File: config.mk
export PLATFORM = sky130hd
export DESIGN_NAME = tcw_ctrl
export DESIGN_NICKNAME = d
export VERILOG_FILES = /design/src/hw/rtl/tcw_pkg.sv /design/src/hw/rtl/tcw_ctrl.sv
export SDC_FILE = /design/constraint.sdc
export NUM_CORES = 1
export LEC_CHECK = 0
export ABC_AREA = 0
export BUFFER_PORTS_ARGS = -buffer_cell sky130_fd_sc_hd__buf_2
export CAP_MARGIN = 20
export CORE_ASPECT_RATIO = 1.1
export CORE_UTILIZATION = 40
export DETAILED_ROUTE_END_ITERATION = 10
export PLACE_DENSITY = 0.77
export SLEW_MARGIN = 20
export SYNTH_ARGS = -nofsm -noshare
export SYNTH_HDL_FRONTEND = slang
export SYNTH_SLANG_ARGS = --single-unit
File: constraint.sdc
create_clock -name clk -period 2.1 [get_ports clk]
set_input_delay 0.21 -clock clk [delete_from_list [all_inputs] [get_ports clk]]
set_output_delay 0.21 -clock clk [all_outputs]
set_load 0.01 [all_outputs]
File: src/hw/rtl/tcw_pkg.sv
package tcw_pkg;

    localparam int COLUMNS_DEF = 80;
    localparam int ROWS_DEF    = 25;
    localparam int CELL_W      = 16;   // {char, attr}

    localparam logic [7:0] NEWLINE_CODE = 8'd10;
    localparam logic [7:0] SPACE_CODE   = 8'd32;

    localparam int CFG_IDX_W  = 2;
    localparam int CFG_DATA_W = 7;

    localparam logic [CFG_IDX_W-1:0] CFG_FORE_COLOR  = 2'd0;
    localparam logic [CFG_IDX_W-1:0] CFG_BACK_COLOR  = 2'd1;
    localparam logic [CFG_IDX_W-1:0] CFG_LEFT_MARGIN = 2'd2;

    localparam logic [3:0] FORE_RESET = 4'd7;

    typedef enum logic [1:0] {
        REQ_PRINT  = 2'd0,
        REQ_CLEAR  = 2'd1,
        REQ_SCROLL = 2'd2,
        REQ_READ   = 2'd3
    } req_type_t;

    typedef struct packed {
        req_type_t   req_type;
        logic [7:0]  char_code;
        logic [10:0] cell_index;
    } req_item_t;

    typedef struct packed {
        logic [7:0] cell_char;
        logic [7:0] cell_attr;
        logic [6:0] cursor_col;
        logic [4:0] cursor_row;
    } rsp_item_t;

    // Range kinds of the datapath sweep engine.
    typedef enum logic [2:0] {
        SW_ZERO,     // whole screen to zero (reset pass)
        SW_CLEAR,    // whole screen to space/attr
        SW_TAIL,     // cursor column to row end, space/attr
        SW_COPY,     // move rows up by one
        SW_BOTTOM,   // bottom row to zero
        SW_HEAD      // row start to margin, space/attr
    } sweep_kind_t;

    typedef enum logic [2:0] {
        CUR_HOLD,
        CUR_NEWLINE,
        CUR_ADVANCE,
        CUR_HOME,
        CUR_SCROLL
    } cur_op_t;

    typedef struct packed {
        logic        load_in;
        logic        sweep_start;
        sweep_kind_t kind;
        logic        put_char;
        cur_op_t     cur_op;
        logic        load_result;
    } dp_cmd_t;

    typedef struct packed {
        req_type_t req;
        logic      newline;
        logic      col_full;
        logic      bottom;
        logic      busy;
    } dp_stat_t;

endpackage

File: src/hw/rtl/tcw_ctrl.sv
module tcw_ctrl (
    input  logic              clk,
    input  logic              rst_n,
    input  logic              req_valid,
    output logic              req_stall,
    output logic              rsp_valid,
    input  logic              rsp_stall,
    output tcw_pkg::dp_cmd_t  cmd,
    input  tcw_pkg::dp_stat_t stat
);

    typedef enum logic [3:0] {
        S_INIT,
        S_INIT_W,
        S_IDLE,
        S_DECODE,
        S_TAIL_W,
        S_COPY_W,
        S_BOT_W,
        S_HEAD_S,
        S_HEAD_W,
        S_PUT,
        S_CLR_W,
        S_FINISH
    } state_t;

    state_t state_reg, state_next;
    logic   rsp_valid_reg, rsp_valid_next;

    always_comb
    begin
        state_next     = state_reg;
        rsp_valid_next = rsp_valid_reg;
        cmd            = '0;
        cmd.kind       = tcw_pkg::SW_ZERO;
        cmd.cur_op     = tcw_pkg::CUR_HOLD;

        if (rsp_valid_reg && !rsp_stall)
        begin
            rsp_valid_next = 1'b0;
        end

        unique case (state_reg)
            S_INIT:
            begin
                cmd.sweep_start = 1'b1;
                cmd.kind        = tcw_pkg::SW_ZERO;
                state_next      = S_INIT_W;
            end
            S_INIT_W:
            begin
                if (!stat.busy)
                begin
                    state_next = S_IDLE;
                end
            end
            S_IDLE:
            begin
                if (req_valid)
                begin
                    cmd.load_in = 1'b1;
                    state_next  = S_DECODE;
                end
            end
            S_DECODE:
            begin
                unique case (stat.req)
                    tcw_pkg::REQ_PRINT:
                    begin
                        if (stat.newline || stat.col_full)
                        begin
                            cmd.sweep_start = 1'b1;
                            cmd.kind        = tcw_pkg::SW_TAIL;
                            state_next      = S_TAIL_W;
                        end
                        else
                        begin
                            state_next = S_PUT;
                        end
                    end
                    tcw_pkg::REQ_CLEAR:
                    begin
                        cmd.sweep_start = 1'b1;
                        cmd.kind        = tcw_pkg::SW_CLEAR;
                        state_next      = S_CLR_W;
                    end
                    tcw_pkg::REQ_SCROLL:
                    begin
                        cmd.sweep_start = 1'b1;
                        cmd.kind        = tcw_pkg::SW_COPY;
                        state_next      = S_COPY_W;
                    end
                    tcw_pkg::REQ_READ:
                    begin
                        // read issued this cycle, data valid next
                        state_next = S_FINISH;
                    end
                endcase
            end
            S_TAIL_W:
            begin
                if (!stat.busy)
                begin
                    if (stat.bottom)
                    begin
                        cmd.sweep_start = 1'b1;
                        cmd.kind        = tcw_pkg::SW_COPY;
                        state_next      = S_COPY_W;
                    end
                    else
                    begin
                        cmd.cur_op = tcw_pkg::CUR_NEWLINE;
                        state_next = S_HEAD_S;
                    end
                end
            end
            S_COPY_W:
            begin
                if (!stat.busy)
                begin
                    cmd.sweep_start = 1'b1;
                    cmd.kind        = tcw_pkg::SW_BOTTOM;
                    state_next      = S_BOT_W;
                end
            end
            S_BOT_W:
            begin
                if (!stat.busy)
                begin
                    if (stat.req == tcw_pkg::REQ_SCROLL)
                    begin
                        cmd.cur_op = tcw_pkg::CUR_SCROLL;
                        state_next = S_FINISH;
                    end
                    else
                    begin
                        cmd.cur_op = tcw_pkg::CUR_NEWLINE;
                        state_next = S_HEAD_S;
                    end
                end
            end
            S_HEAD_S:
            begin
                cmd.sweep_start = 1'b1;
                cmd.kind        = tcw_pkg::SW_HEAD;
                state_next      = S_HEAD_W;
            end
            S_HEAD_W:
            begin
                if (!stat.busy)
                begin
                    state_next = stat.newline ? S_FINISH : S_PUT;
                end
            end
            S_PUT:
            begin
                cmd.put_char = 1'b1;
                cmd.cur_op   = tcw_pkg::CUR_ADVANCE;
                state_next   = S_FINISH;
            end
            S_CLR_W:
            begin
                if (!stat.busy)
                begin
                    cmd.cur_op = tcw_pkg::CUR_HOME;
                    state_next = S_FINISH;
                end
            end
            S_FINISH:
            begin
                if (!rsp_valid_reg || !rsp_stall)
                begin
                    cmd.load_result = 1'b1;
                    rsp_valid_next  = 1'b1;
                    state_next      = S_IDLE;
                end
            end
            default:
            begin
                state_next = S_INIT;
            end
        endcase
    end

    always_ff @(posedge clk or negedge rst_n)
    begin
        if (!rst_n)
        begin
            state_reg     <= S_INIT;
            rsp_valid_reg <= 1'b0;
        end
        else
        begin
            state_reg     <= state_next;
            rsp_valid_reg <= rsp_valid_next;
        end
    end

    assign req_stall = (state_reg != S_IDLE);
    assign rsp_valid = rsp_valid_reg;

endmodule

Yosys cells after proc, flatten, opt, wreduce, memory -nomap -nowiden
Cells that the tools add are included.
{"block": "word_totals", "out_inout_bits": 12, "input_bits": 10, "word_cells": 67, "reg_bits": 5}
{"block": "op_classes", "n_mux": 34, "n_eq_ne": 23, "reduce_logical": 8}
{"cell": "$mux 4", "n": 14}
{"cell": "$pmux 4 s12", "n": 1}
{"cell": "$pmux 4 s5", "n": 1}
{"cell": "$eq 4x3->1 const B", "n": 4}
{"cell": "$eq 4x4->1 const B", "n": 4}
{"cell": "$ne 2x2->1 const B", "n": 8}
{"cell": "$pmux 4 s4", "n": 1}
{"cell": "$pmux 3 s4", "n": 1}
{"cell": "$pmux 4 s3", "n": 1}
{"cell": "$mux 1", "n": 10}
{"cell": "$eq 4x2->1 const B", "n": 2}
{"cell": "$reduce_and 8->1", "n": 1}
{"cell": "$mux 2", "n": 3}
{"cell": "$mux 3", "n": 2}
{"cell": "$eq 2x2->1 const B", "n": 2}
{"cell": "$eq 4x1->1 const B", "n": 1}
{"cell": "$logic_not 4->1", "n": 1}
{"cell": "$ne 4x2->1 const B", "n": 1}
{"cell": "$eq 2x1->1 const B", "n": 1}
{"cell": "$logic_not 1->1", "n": 2}
{"cell": "$logic_not 2->1", "n": 1}
{"cell": "$logic_or 1x1->1", "n": 2}
{"cell": "$logic_and 1x1->1", "n": 1}

Longest topological paths before layout
Gate-level depths: netlist of the first run.
{"block": "depth", "depth_word": 5, "depth_mapped": 6}

Worst setup path before layout of the first run
Ideal clock, no wire load.
{"block": "synth_path", "kind": "reg-to-reg", "startpoint": "reg state_reg[0]", "endpoint": "reg state_reg[2]", "synth_period_minus_slack_ps": 1804, "path_stages_with_launch": 6, "setup_ps": 128, "arrival_time_ps": 1676, "t_required_ps": 1972, "slack_ps": 296, "path_cell_list": "dfrtp_1 -> buf_6 -> or4b_4 -> o22ai_2 -> nand2b_2 -> mux2_1"}
{"block": "synth_between", "elab_chain_cells": 3}
{"item": "from (decl)", "line_no": "tcw_ctrl.sv:27", "source": "state_t state_reg, state_next;"}
{"item": "from (signal assigned)", "line_no": "tcw_ctrl.sv:194", "source": "state_reg <= state_next;"}
{"item": "$eq 4x4->1, or another cell as far along", "line_no": "tcw_ctrl.sv:43", "source": "unique case (state_reg)"}
{"item": "$ne 2x2->1 (no line)"}
{"item": "$reduce_and 8->1 (no line)"}
Parallel ways exist; a longest one is shown, timed or not.
A chain may end at the register's enable or synchronous reset.

==> impl_metrics.csv, run 1 <==
group,metric,value,unit
floorplan,boundaryPins,22,
synthesis,synth_seq_cells,5,
grt,antenna_found_initial,0,
placement,dp_slack,280,ps
flow_run,maxCapViolations,0,
sta,max_freq,0.525,GHz
sta,setup_tns,0,ps
setup_path,critical_path.max_stage_delay,460,ps
detailed_routing,drt_iter0_markers,33,
final_layout,n_fill_cell,141,
power_and_ir_drop,p_int,498,uW
clocking,clkTransAtPathRegs,40,ps
outcome,outcome,"finished clean",
detailed_routing,wl_per_cell,14.3,um
synthesis,syn_inst,83,
floorplan,std_cell_rows,14,
setup_path,cp-end-kind,"primary output",
setup_path,critPathTopFamily,"simple AND/OR/NAND/NOR gates",
detailed_routing,vias_per_cell,6.13,
setup_path,path_buf_inv,1,
power_and_ir_drop,netSwitchingPower,455,uW
floorplan,core-area,0.00144,mm^2
sta,slew-limit-headroom,65.9,%
placement,io_buffers,21,
hold_path,min_path_type,"in2reg",
clocking,cts_sinks,5,
synthesis,syn_area,643,um^2
power_and_ir_drop,ir_drop,0.630,mV
final_layout,area_growth_syn_to_layout,25.7,%
placement,dp_hpwl,1380,um
floorplan,die_w,40.2,um
setup_path,crit_chain,"nand2_1, or3_1, o32ai_1, buf_2",
grt,grt_pass1_vias,658,
setup_path,crit_slowest_cell,"dfrtp_1",
grt,grt_pass1_wl,2720,um
setup_path,worstPathArrival,1690,ps
detailed_routing,num_vias,760,
detailed_routing,routed_wl,1770,um
setup_path,reg2reg_slack,260,ps
final_layout,nets,124,
setup_path,start_kind,"flip-flop",
grt,gr-total-overflow,0,
clocking,ctsResizeCount,0,
setup_path,timing.rr.start,"state_reg[0]",
sta,fin_crit,1900,ps
final_layout,largest_register_ff_count,4,
clocking,clockBufferDepth,2,
synthesis,synthDistinctLibCells,39,
clocking,cts-root-buf,"clkbuf_4",
grt,grtUsageTotal,22.2,%
power_and_ir_drop,swShare,47.7,%
synthesis,synth.avg_cell_area,7.75,um^2
detailed_routing,drt.antenna.violating_nets,0,
setup_path,required,1890,ps
setup_path,crit_fanout,8,
power_and_ir_drop,p_leak,0.000413,uW
sta,drv_slew,0,
placement,place_congestion,0.869,
sta,skew,7.49,ps
detailed_routing,drc,0,
clocking,cts.htree.levels,1,
sta,hold_viol_final,0,
power_and_ir_drop,p_comb_share,68.2,%
synthesis,seq_area_frac_synth,19.5,%
floorplan,initial_core_util,44.8,%
clocking,cts_tree,"yes",
final_layout,layout_commonest_cell,"buf_2",
hold_path,min_from,"rsp_stall",
detailed_routing,dr.pass1.iters,4,
grt,grt_max_degree,16,
final_layout,diodes,0,
sta,setup_viol,0,
power_and_ir_drop,clkPwrFrac,11.9,%
power_and_ir_drop,seqPwrFrac,20.0,%
sta,worst_slew_pin_slew,504,ps
clocking,cts_made_buffers,3,
clocking,clkLatencyLatePin,250,ps
synthesis,yosys_warnings,0,
final_layout,drive_above_1_share,28.7,%
power_and_ir_drop,powerDensity,1180,mW/mm^2
floorplan,dieHeight,44.1,um
placement,dp.cells,119,
final_layout,stdcell_count,124,
floorplan,dieArea,0.00177,mm^2
synthesis,syn_nets,98,
setup_path,startpoint,"state_reg[1]",
sta,rsz0062_at_grt,"false",
sta,fin_crit_sh,90.7,%
clocking,cts_setup_buffers,0,
clocking,hold_buffers,1,
final_layout,final_cell_mix,"21 x buf_2, 8 x nor2_1, 7 x inv_1",
setup_path,path_class,"reg2out",
sta,fin_ws,196,ps
==> cell families (layout without fill, tap and decap cells) <==
kind of cell	count (synthesis)	count (layout)	synth area share [%]
AND/OR/NAND/NOR	33	33	30.0
AO/OA/AOI/OAI	25	25	27.8
buffers and inverters	12	37	8.17
adder cells (fa/ha/maj)	5	5	9.73
flip-flops	5	5	19.5
multiplexers	3	3	4.86
==> worst register-to-register path: stages (launching register included) <==
cell and delay [ps]:
dfrtp_1 450, or4b_4 580, o22ai_2 180, nand2b_2 180, mux2_1 330
==> stage by stage <==
step / hold slack [ps] / area, um^2 / utilization (%) / total power [uW]
after floorplan: -85.6 / 643 / - / 646
after global placement: 27.9 / 772 / 53.7 / 806
after detailed placement: 28.4 / 772 / 53.7 / 829
after CTS: 246 / 808 / 56.3 / 949
after global routing: 269 / 808 / 56.3 / 1020
final: 259 / 808 / 56.3 / 953
==> path summary, 6_finish.rpt <==
path                           endpoint  depth (start not counted)
max                              cmd[8]                          4
min                           rsp_valid                          3
max reg2reg                state_reg[2]                          4
min reg2reg                   rsp_valid                          2
max in group asynchronous     rsp_valid                          2
min in group asynchronous  state_reg[0]                          2
==> power by group through the flow <==
stage | registers (uW) | logic (uW) | clock network (uW)
after floorplan | 172 | 474 | 0
after global placement | 185 | 621 | 0
after detailed placement | 189 | 640 | 0
after CTS | 188 | 645 | 116
after global routing | 194 | 705 | 124
final | 190 | 650 | 113
==> synthesized netlist by cell type <==
cell type	instances	share of area (%)
nor3b_1	1	1.2
o32ai_1	1	1.4
and4_1	1	1.4
inv_1	7	4.1
o21a_1	2	2.3
o311ai_1	1	1.4
nand4_1	1	0.97
a21oi_1	4	3.1
and3_1	1	0.97
o22ai_1	2	1.9
nor2b_1	2	1.9
nor3_1	5	3.9
or3_1	1	0.97
o2111ai_1	1	1.4
nor2_1	8	4.7
o22ai_2	1	1.9
nand4b_1	1	1.4
o2bb2ai_1	1	1.4
nand3b_1	1	1.2
o21ai_1	1	0.78
nand2b_1	3	2.9
mux2i_1	2	3.1
o211a_1	1	1.6
o21ai_0	4	3.1
a211o_1	1	1.4
mux2_1	1	1.8
ha_1	5	9.7
nor4b_1	1	1.4
clkbuf_1	4	2.3
a32oi_1	2	2.7
and3b_1	1	1.4
dfrtp_1	5	19
nand2_1	4	2.3
o31ai_1	1	1.2
o31a_1	1	1.4
nand2b_2	1	1.4
or4b_4	1	2.1
a31oi_1	1	0.97
buf_6	1	1.8
==> cell type report <==
class	count	area, um^2	area share, %
clock buffers	4	26.3	3.25
inverters	7	26.3	3.25
multi-input cells	66	465	57.6
flip-flops and latches	5	125	15.5
well taps	16	20.0	2.48
repair buffers	26	145	18.0
==> layer usage <==
metal  vias up  track usage [%]  wire length (um)
met4         0             10.0                19
met2        34             36.8               907
li1        362                -                 -
met3         2             4.52                96
met5         -                0                 0
met1       362             26.9               748
Power figures use the tool's default switching activity.
==> inputs of run 2 (changes only) <==
==> constraint.sdc (replaced) <==
create_clock -name clk -period 1.83 [get_ports clk]
set_input_delay 0.183 -clock clk [delete_from_list [all_inputs] [get_ports clk]]
set_output_delay 0.183 -clock clk [all_outputs]
set_load 0.01 [all_outputs]
==> run 2 against run 1 <==
Setup slack worse by 180 ps. Clock skew is essentially flat. Die area unchanged. Via count rose by 1.8%. Sequential power rose by 8%. Sequential cell count unchanged. Non-clock buffer count grew 8. Final cell count up 6.5%. Combinational power rose by 55%. Total power is 42% higher. Critical endpoint unchanged.
==> impl_metrics.csv, run 2 (same netlist as run 1, synthesis figures left out) <==
group,metric,value,unit
setup_path,cp-end-kind,"primary output",
setup_path,timing.rr.start,"state_reg[0]",
sta,slew-limit-headroom,70.5,%
placement,dp.cells,122,
setup_path,start_kind,"flip-flop",
power_and_ir_drop,p_comb_share,74.9,%
sta,max_freq,0.551,GHz
detailed_routing,wl_per_cell,14.8,um
detailed_routing,drc,0,
placement,place_congestion,0.899,
final_layout,final_cell_mix,"21 x buf_2, 9 x buf_4, 7 x inv_1, 7 x nor2_1",
setup_path,required,1650,ps
clocking,cts_sinks,5,
setup_path,critPathTopFamily,"flip-flops",
grt,grt_pass1_vias,694,
flow_run,maxCapViolations,0,
setup_path,crit_fanout,7,
sta,setup_tns,0,ps
floorplan,std_cell_rows,14,
clocking,cts-root-buf,"clkbuf_4",
setup_path,critical_path.max_stage_delay,450,ps
sta,skew,7.58,ps
hold_path,hold_depth,3,
clocking,cts.htree.levels,1,
floorplan,initial_core_util,44.8,%
power_and_ir_drop,ir_drop,0.802,mV
setup_path,crit_slowest_cell,"dfrtp_2",
placement,dp_slack,47.8,ps
power_and_ir_drop,netSwitchingPower,607,uW
sta,fin_crit_sh,99.1,%
final_layout,stdcell_count,132,
power_and_ir_drop,p_leak,0.000464,uW
detailed_routing,vias_per_cell,5.86,
floorplan,dieArea,0.00177,mm^2
clocking,cts_made_buffers,3,
grt,grt_pass1_wl,3000,um
setup_path,reg2reg_slack,20,ps
grt,gr-total-overflow,0,
sta,rsz0062_at_grt,"true",
sta,drv_slew,0,
detailed_routing,drt.antenna.violating_nets,0,
sta,fin_ws,16.4,ps
clocking,cts_tree,"yes",
final_layout,layout_commonest_cell,"buf_2",
setup_path,reg2reg_to,"state_reg[0]",
floorplan,die_w,40.2,um
power_and_ir_drop,powerDensity,1450,mW/mm^2
power_and_ir_drop,total_power,1350,uW
sta,setup_viol,0,
outcome,outcome,"finished clean",
detailed_routing,routed_wl,1960,um
floorplan,boundaryPins,22,
power_and_ir_drop,swShare,45.0,%
hold_path,min_path_type,"in2reg",
placement,io_buffers,21,
detailed_routing,drt_iter0_markers,27,
power_and_ir_drop,clkPwrFrac,9.9,%
grt,grt_max_degree,12,
clocking,clkLatencyLatePin,250,ps
grt,grtUsageTotal,24.7,%
final_layout,area_growth_syn_to_layout,44.6,%
detailed_routing,num_vias,774,
sta,worst_slew_pin_slew,442,ps
placement,dp_hpwl,1370,um
clocking,clockBufferDepth,2,
power_and_ir_drop,seqPwrFrac,15.2,%
final_layout,utilization,64.7,%
grt,antenna_found_initial,0,
final_layout,drive_above_1_share,40.5,%
setup_path,path_class,"reg2out",
final_layout,diodes,0,
sta,fin_crit,1810,ps
setup_path,reg2reg_depth,5,
sta,hold_viol_final,0,
floorplan,dieHeight,44.1,um
hold_path,min_from,"rsp_stall",
setup_path,crit_chain,"buf_6, or3_4, o32ai_2, buf_2",
clocking,clkTransAtPathRegs,50,ps
final_layout,nets,132,
setup_path,worstPathArrival,1630,ps
final_layout,largest_register_ff_count,4,
power_and_ir_drop,p_int,742,uW
setup_path,path_buf_inv,2,
floorplan,core-area,0.00144,mm^2
detailed_routing,dr.pass1.iters,4,
hold_path,hold_end,"rsp_valid",
## run 2: changes by cell type in the layout (fill, tap and decap cells not counted), sizes merged
cell | before | now
buf | 25 | 33
## run 2: final cells by class
| cell class | count | area (um^2) |
|---|---|---|
| fillers | 123 | 507 |
| inverters | 7 | 26.3 |
| repair buffers | 34 | 216 |
| clock buffers | 4 | 26.3 |
| flip-flops and latches | 5 | 126 |
| well taps | 16 | 20.0 |
| multi-input cells | 66 | 514 |
## run 2: what timing repair did
item,in CTS,in global routing
hold endpoints to repair,5,0
resized for setup,6,7
endpoints found under the setup margin,1,5
setup buffers,2,3
pin swaps,0,1
hold buffers,1,0
## run 2: stage by stage
step	cell area, um^2	hold WS [ps]
finish	930	280
global route	930	288
CTS	870	216
detailed placement	795	1.69
global placement	795	1.72
floorplan	643	-113
## run 2: layer usage
layer	wire length [um]	track usage (%)	part of all wire [%]	vias to the layer above
li1	-	-	-	376
met1	846	31.8	43	365
met2	997	38.4	51	27
met3	68	4.52	3.5	6
met4	43	13.3	2.2	0
met5	0	0	0	-
## run 2: how the worst max path moves through the flow
stage	startpoint	end	slack, ps	cells after the start
final	state_reg[3]	cmd[8]	20	4
after global routing	state_reg[3]	cmd[8]	-40	4
after floorplan	state_reg[0]	state_reg[2]	30	5
after detailed placement	state_reg[3]	state_reg[0]	50	5
after global placement	state_reg[3]	state_reg[2]	100	4
after CTS	state_reg[1]	cmd[8]	6	5
## run 2: worst min-delay path, stage by stage
cell and delay [ps]:
buf_2 110, nand2_1 100, nand2_1 90
## run 2: power groups by stage
stage	Combinational, uW	Clock, uW	Sequential (uW)
floorplan	544	0	197
global placement	776	0	206
detailed placement	796	0	209
CTS	869	137	207
global route	1100	146	208
finish	1010	133	205
==> inputs of run 3 (changes only) <==
--- a/config.mk
+++ b/config.mk
@@ -8,7 +8,6 @@
 export ABC_AREA = 0
 export BUFFER_PORTS_ARGS = -buffer_cell sky130_fd_sc_hd__buf_2
 export CAP_MARGIN = 20
-export CORE_ASPECT_RATIO = 1.1
 export CORE_UTILIZATION = 40
 export DETAILED_ROUTE_END_ITERATION = 10
 export PLACE_DENSITY = 0.77
==> run 3 against run 2 <==
Non-clock buffer count fell by 3. Clock power up 3%. Sequential power fell by 4%. Critical path depth is 1 higher. Highest routed layer unchanged.
==> impl_metrics.csv, run 3 (same netlist as run 1, synthesis figures left out) <==
group,metric,value,unit
power_and_ir_drop,powerDensity,1410,mW/mm^2
detailed_routing,wl_per_cell,13.9,um
floorplan,std_cell_rows,14,
grt,gr-total-overflow,0,
setup_path,start_kind,"flip-flop",
setup_path,crit_fanout,15,
final_layout,stdcell_count,129,
final_layout,diodes,0,
setup_path,crit_chain,"buf_6, nand2_1, or3_4, o32ai_2, buf_2",
sta,rsz0062_at_grt,"true",
detailed_routing,vias_per_cell,6.00,
placement,dp_hpwl,1280,um
power_and_ir_drop,total_power,1260,uW
clocking,cts-root-buf,"clkbuf_4",
floorplan,core-area,0.00151,mm^2
setup_path,worstPathArrival,1630,ps
sta,fin_crit,1810,ps
power_and_ir_drop,p_leak,0.000448,uW
clocking,cts_tree,"yes",
floorplan,die_w,42.1,um
setup_path,critical_path.max_stage_delay,370,ps
grt,grtUsageTotal,21.3,%
sta,slew-limit-headroom,75.6,%
setup_path,critPathTopFamily,"simple AND/OR/NAND/NOR gates",
grt,antenna_found_initial,0,
clocking,cts.htree.levels,1,
grt,grt_pass1_vias,645,
final_layout,drive_above_1_share,35.4,%
setup_path,reg2reg_slack,90,ps
clocking,cts_sinks,5,
setup_path,timing.rr.start,"state_reg[2]",
final_layout,n_fill_cell,128,
sta,hold_viol_final,0,
detailed_routing,drc,0,
clocking,clkLatencyLatePin,260,ps
detailed_routing,dr.pass1.iters,4,
setup_path,reg2reg_to,"state_reg[2]",
sta,drv_slew,0,
setup_path,reg2reg_depth,4,
floorplan,boundaryPins,22,
placement,place_area,779,um^2
sta,max_freq,0.551,GHz
final_layout,largest_register_ff_count,4,
sta,skew,9.93,ps
clocking,clockBufferDepth,2,
grt,grt_max_degree,18,
detailed_routing,num_vias,774,
sta,fin_crit_sh,99.2,%
sta,setup_viol,0,
setup_path,crit_slowest_cell,"dfrtp_1",
setup_path,path_buf_inv,2,
setup_path,required,1650,ps
grt,grt_pass1_wl,2950,um
final_layout,area_growth_syn_to_layout,38.5,%
flow_run,maxCapViolations,0,
floorplan,dieHeight,42.1,um
detailed_routing,drt_iter0_markers,28,
setup_path,cp-end-kind,"primary output",
placement,io_buffers,21,
detailed_routing,routed_wl,1800,um
setup_path,path_class,"reg2out",
hold_path,min_path_type,"in2async",
final_layout,final_cell_mix,"21 x buf_2, 8 x nor2_1, 7 x inv_1",
floorplan,dieArea,0.00177,mm^2
clocking,clkTransAtPathRegs,50,ps
final_layout,finish.instance_area,891,um^2
final_layout,layout_commonest_cell,"buf_2",
placement,dp.cells,120,
detailed_routing,drt.antenna.violating_nets,0,
clocking,cts_made_buffers,3,
final_layout,nets,129,
floorplan,initial_core_util,42.7,%
final_layout,utilization,59.1,%
power_and_ir_drop,ir_drop,0.615,mV
sta,holdWs,257,ps
placement,place_congestion,0.854,
sta,worst_slew_pin_slew,365,ps
outcome,outcome,"finished clean",
-- run 3: cell count changes in the layout (fill, tap and decap cells not counted), sizes merged --
| cell | previous run | this run |
|---|---|---|
| buf | 33 | 30 |
-- run 3: worst register-to-register path: stages (launching register included) --
cell	delay, ps
dfrtp_2	430
or4b_4	500
o22ai_2	190
nand2b_2	190
mux2_1	320
-- run 3: worst max path at each step --
stage / startpoint / end / slack, ps / cells past startpoint
floorplan: state_reg[0] / state_reg[2] / 30 / 5
global placement: state_reg[2] / state_reg[2] / 120 / 4
detailed placement: state_reg[2] / state_reg[2] / 70 / 4
CTS: state_reg[2] / cmd[8] / 6 / 4
global route: state_reg[1] / cmd[8] / -40 / 5
finish: state_reg[1] / cmd[8] / 20 / 5
-- run 3: repair_timing --
item | in CTS | in global routing
setup endpoints to repair | 1 | 3
hold buffers | 1 | 0
gates resized for setup | 5 | 2
setup buffers | 2 | 2
hold endpoints to repair | 5 | 0
-- run 3: through the flow --
stage	setup TNS (ps)	setup WS [ps]
2_1_floorplan	0	25.9
3_3_place_gp	0	117
3_5_place_dp	0	68.5
4_1_cts	0	6.24
5_1_grt	-41.8	-41.8
6_report	0	15.5
-- run 3: cell type report --
cell class,count,area [um^2],share of cell area [%]
inverter,7,26.3,2.95
sequential,5,126,14.2
clock buffer,4,26.3,2.95
timing repair buffer,31,206,23.2
multi-input combinational,66,485,54.5
tap,16,20.0,2.25
-- run 3: routing by layer --
metal  track usage, %  vias to the layer above  wire length (um)
li1                 -                      372                 -
met1             29.2                      353               761
met2             31.9                       45               867
met3             3.45                        4               121
met4             11.3                        0                44
met5                0                        -                 0
-- run 3: power by group --
group / switching [uW] / total (uW) / internal, uW
logic: 469 / 922 / 453
registers: 37.8 / 197 / 159
clock network: 53.6 / 137 / 82.9
total: 561 / 1260 / 695
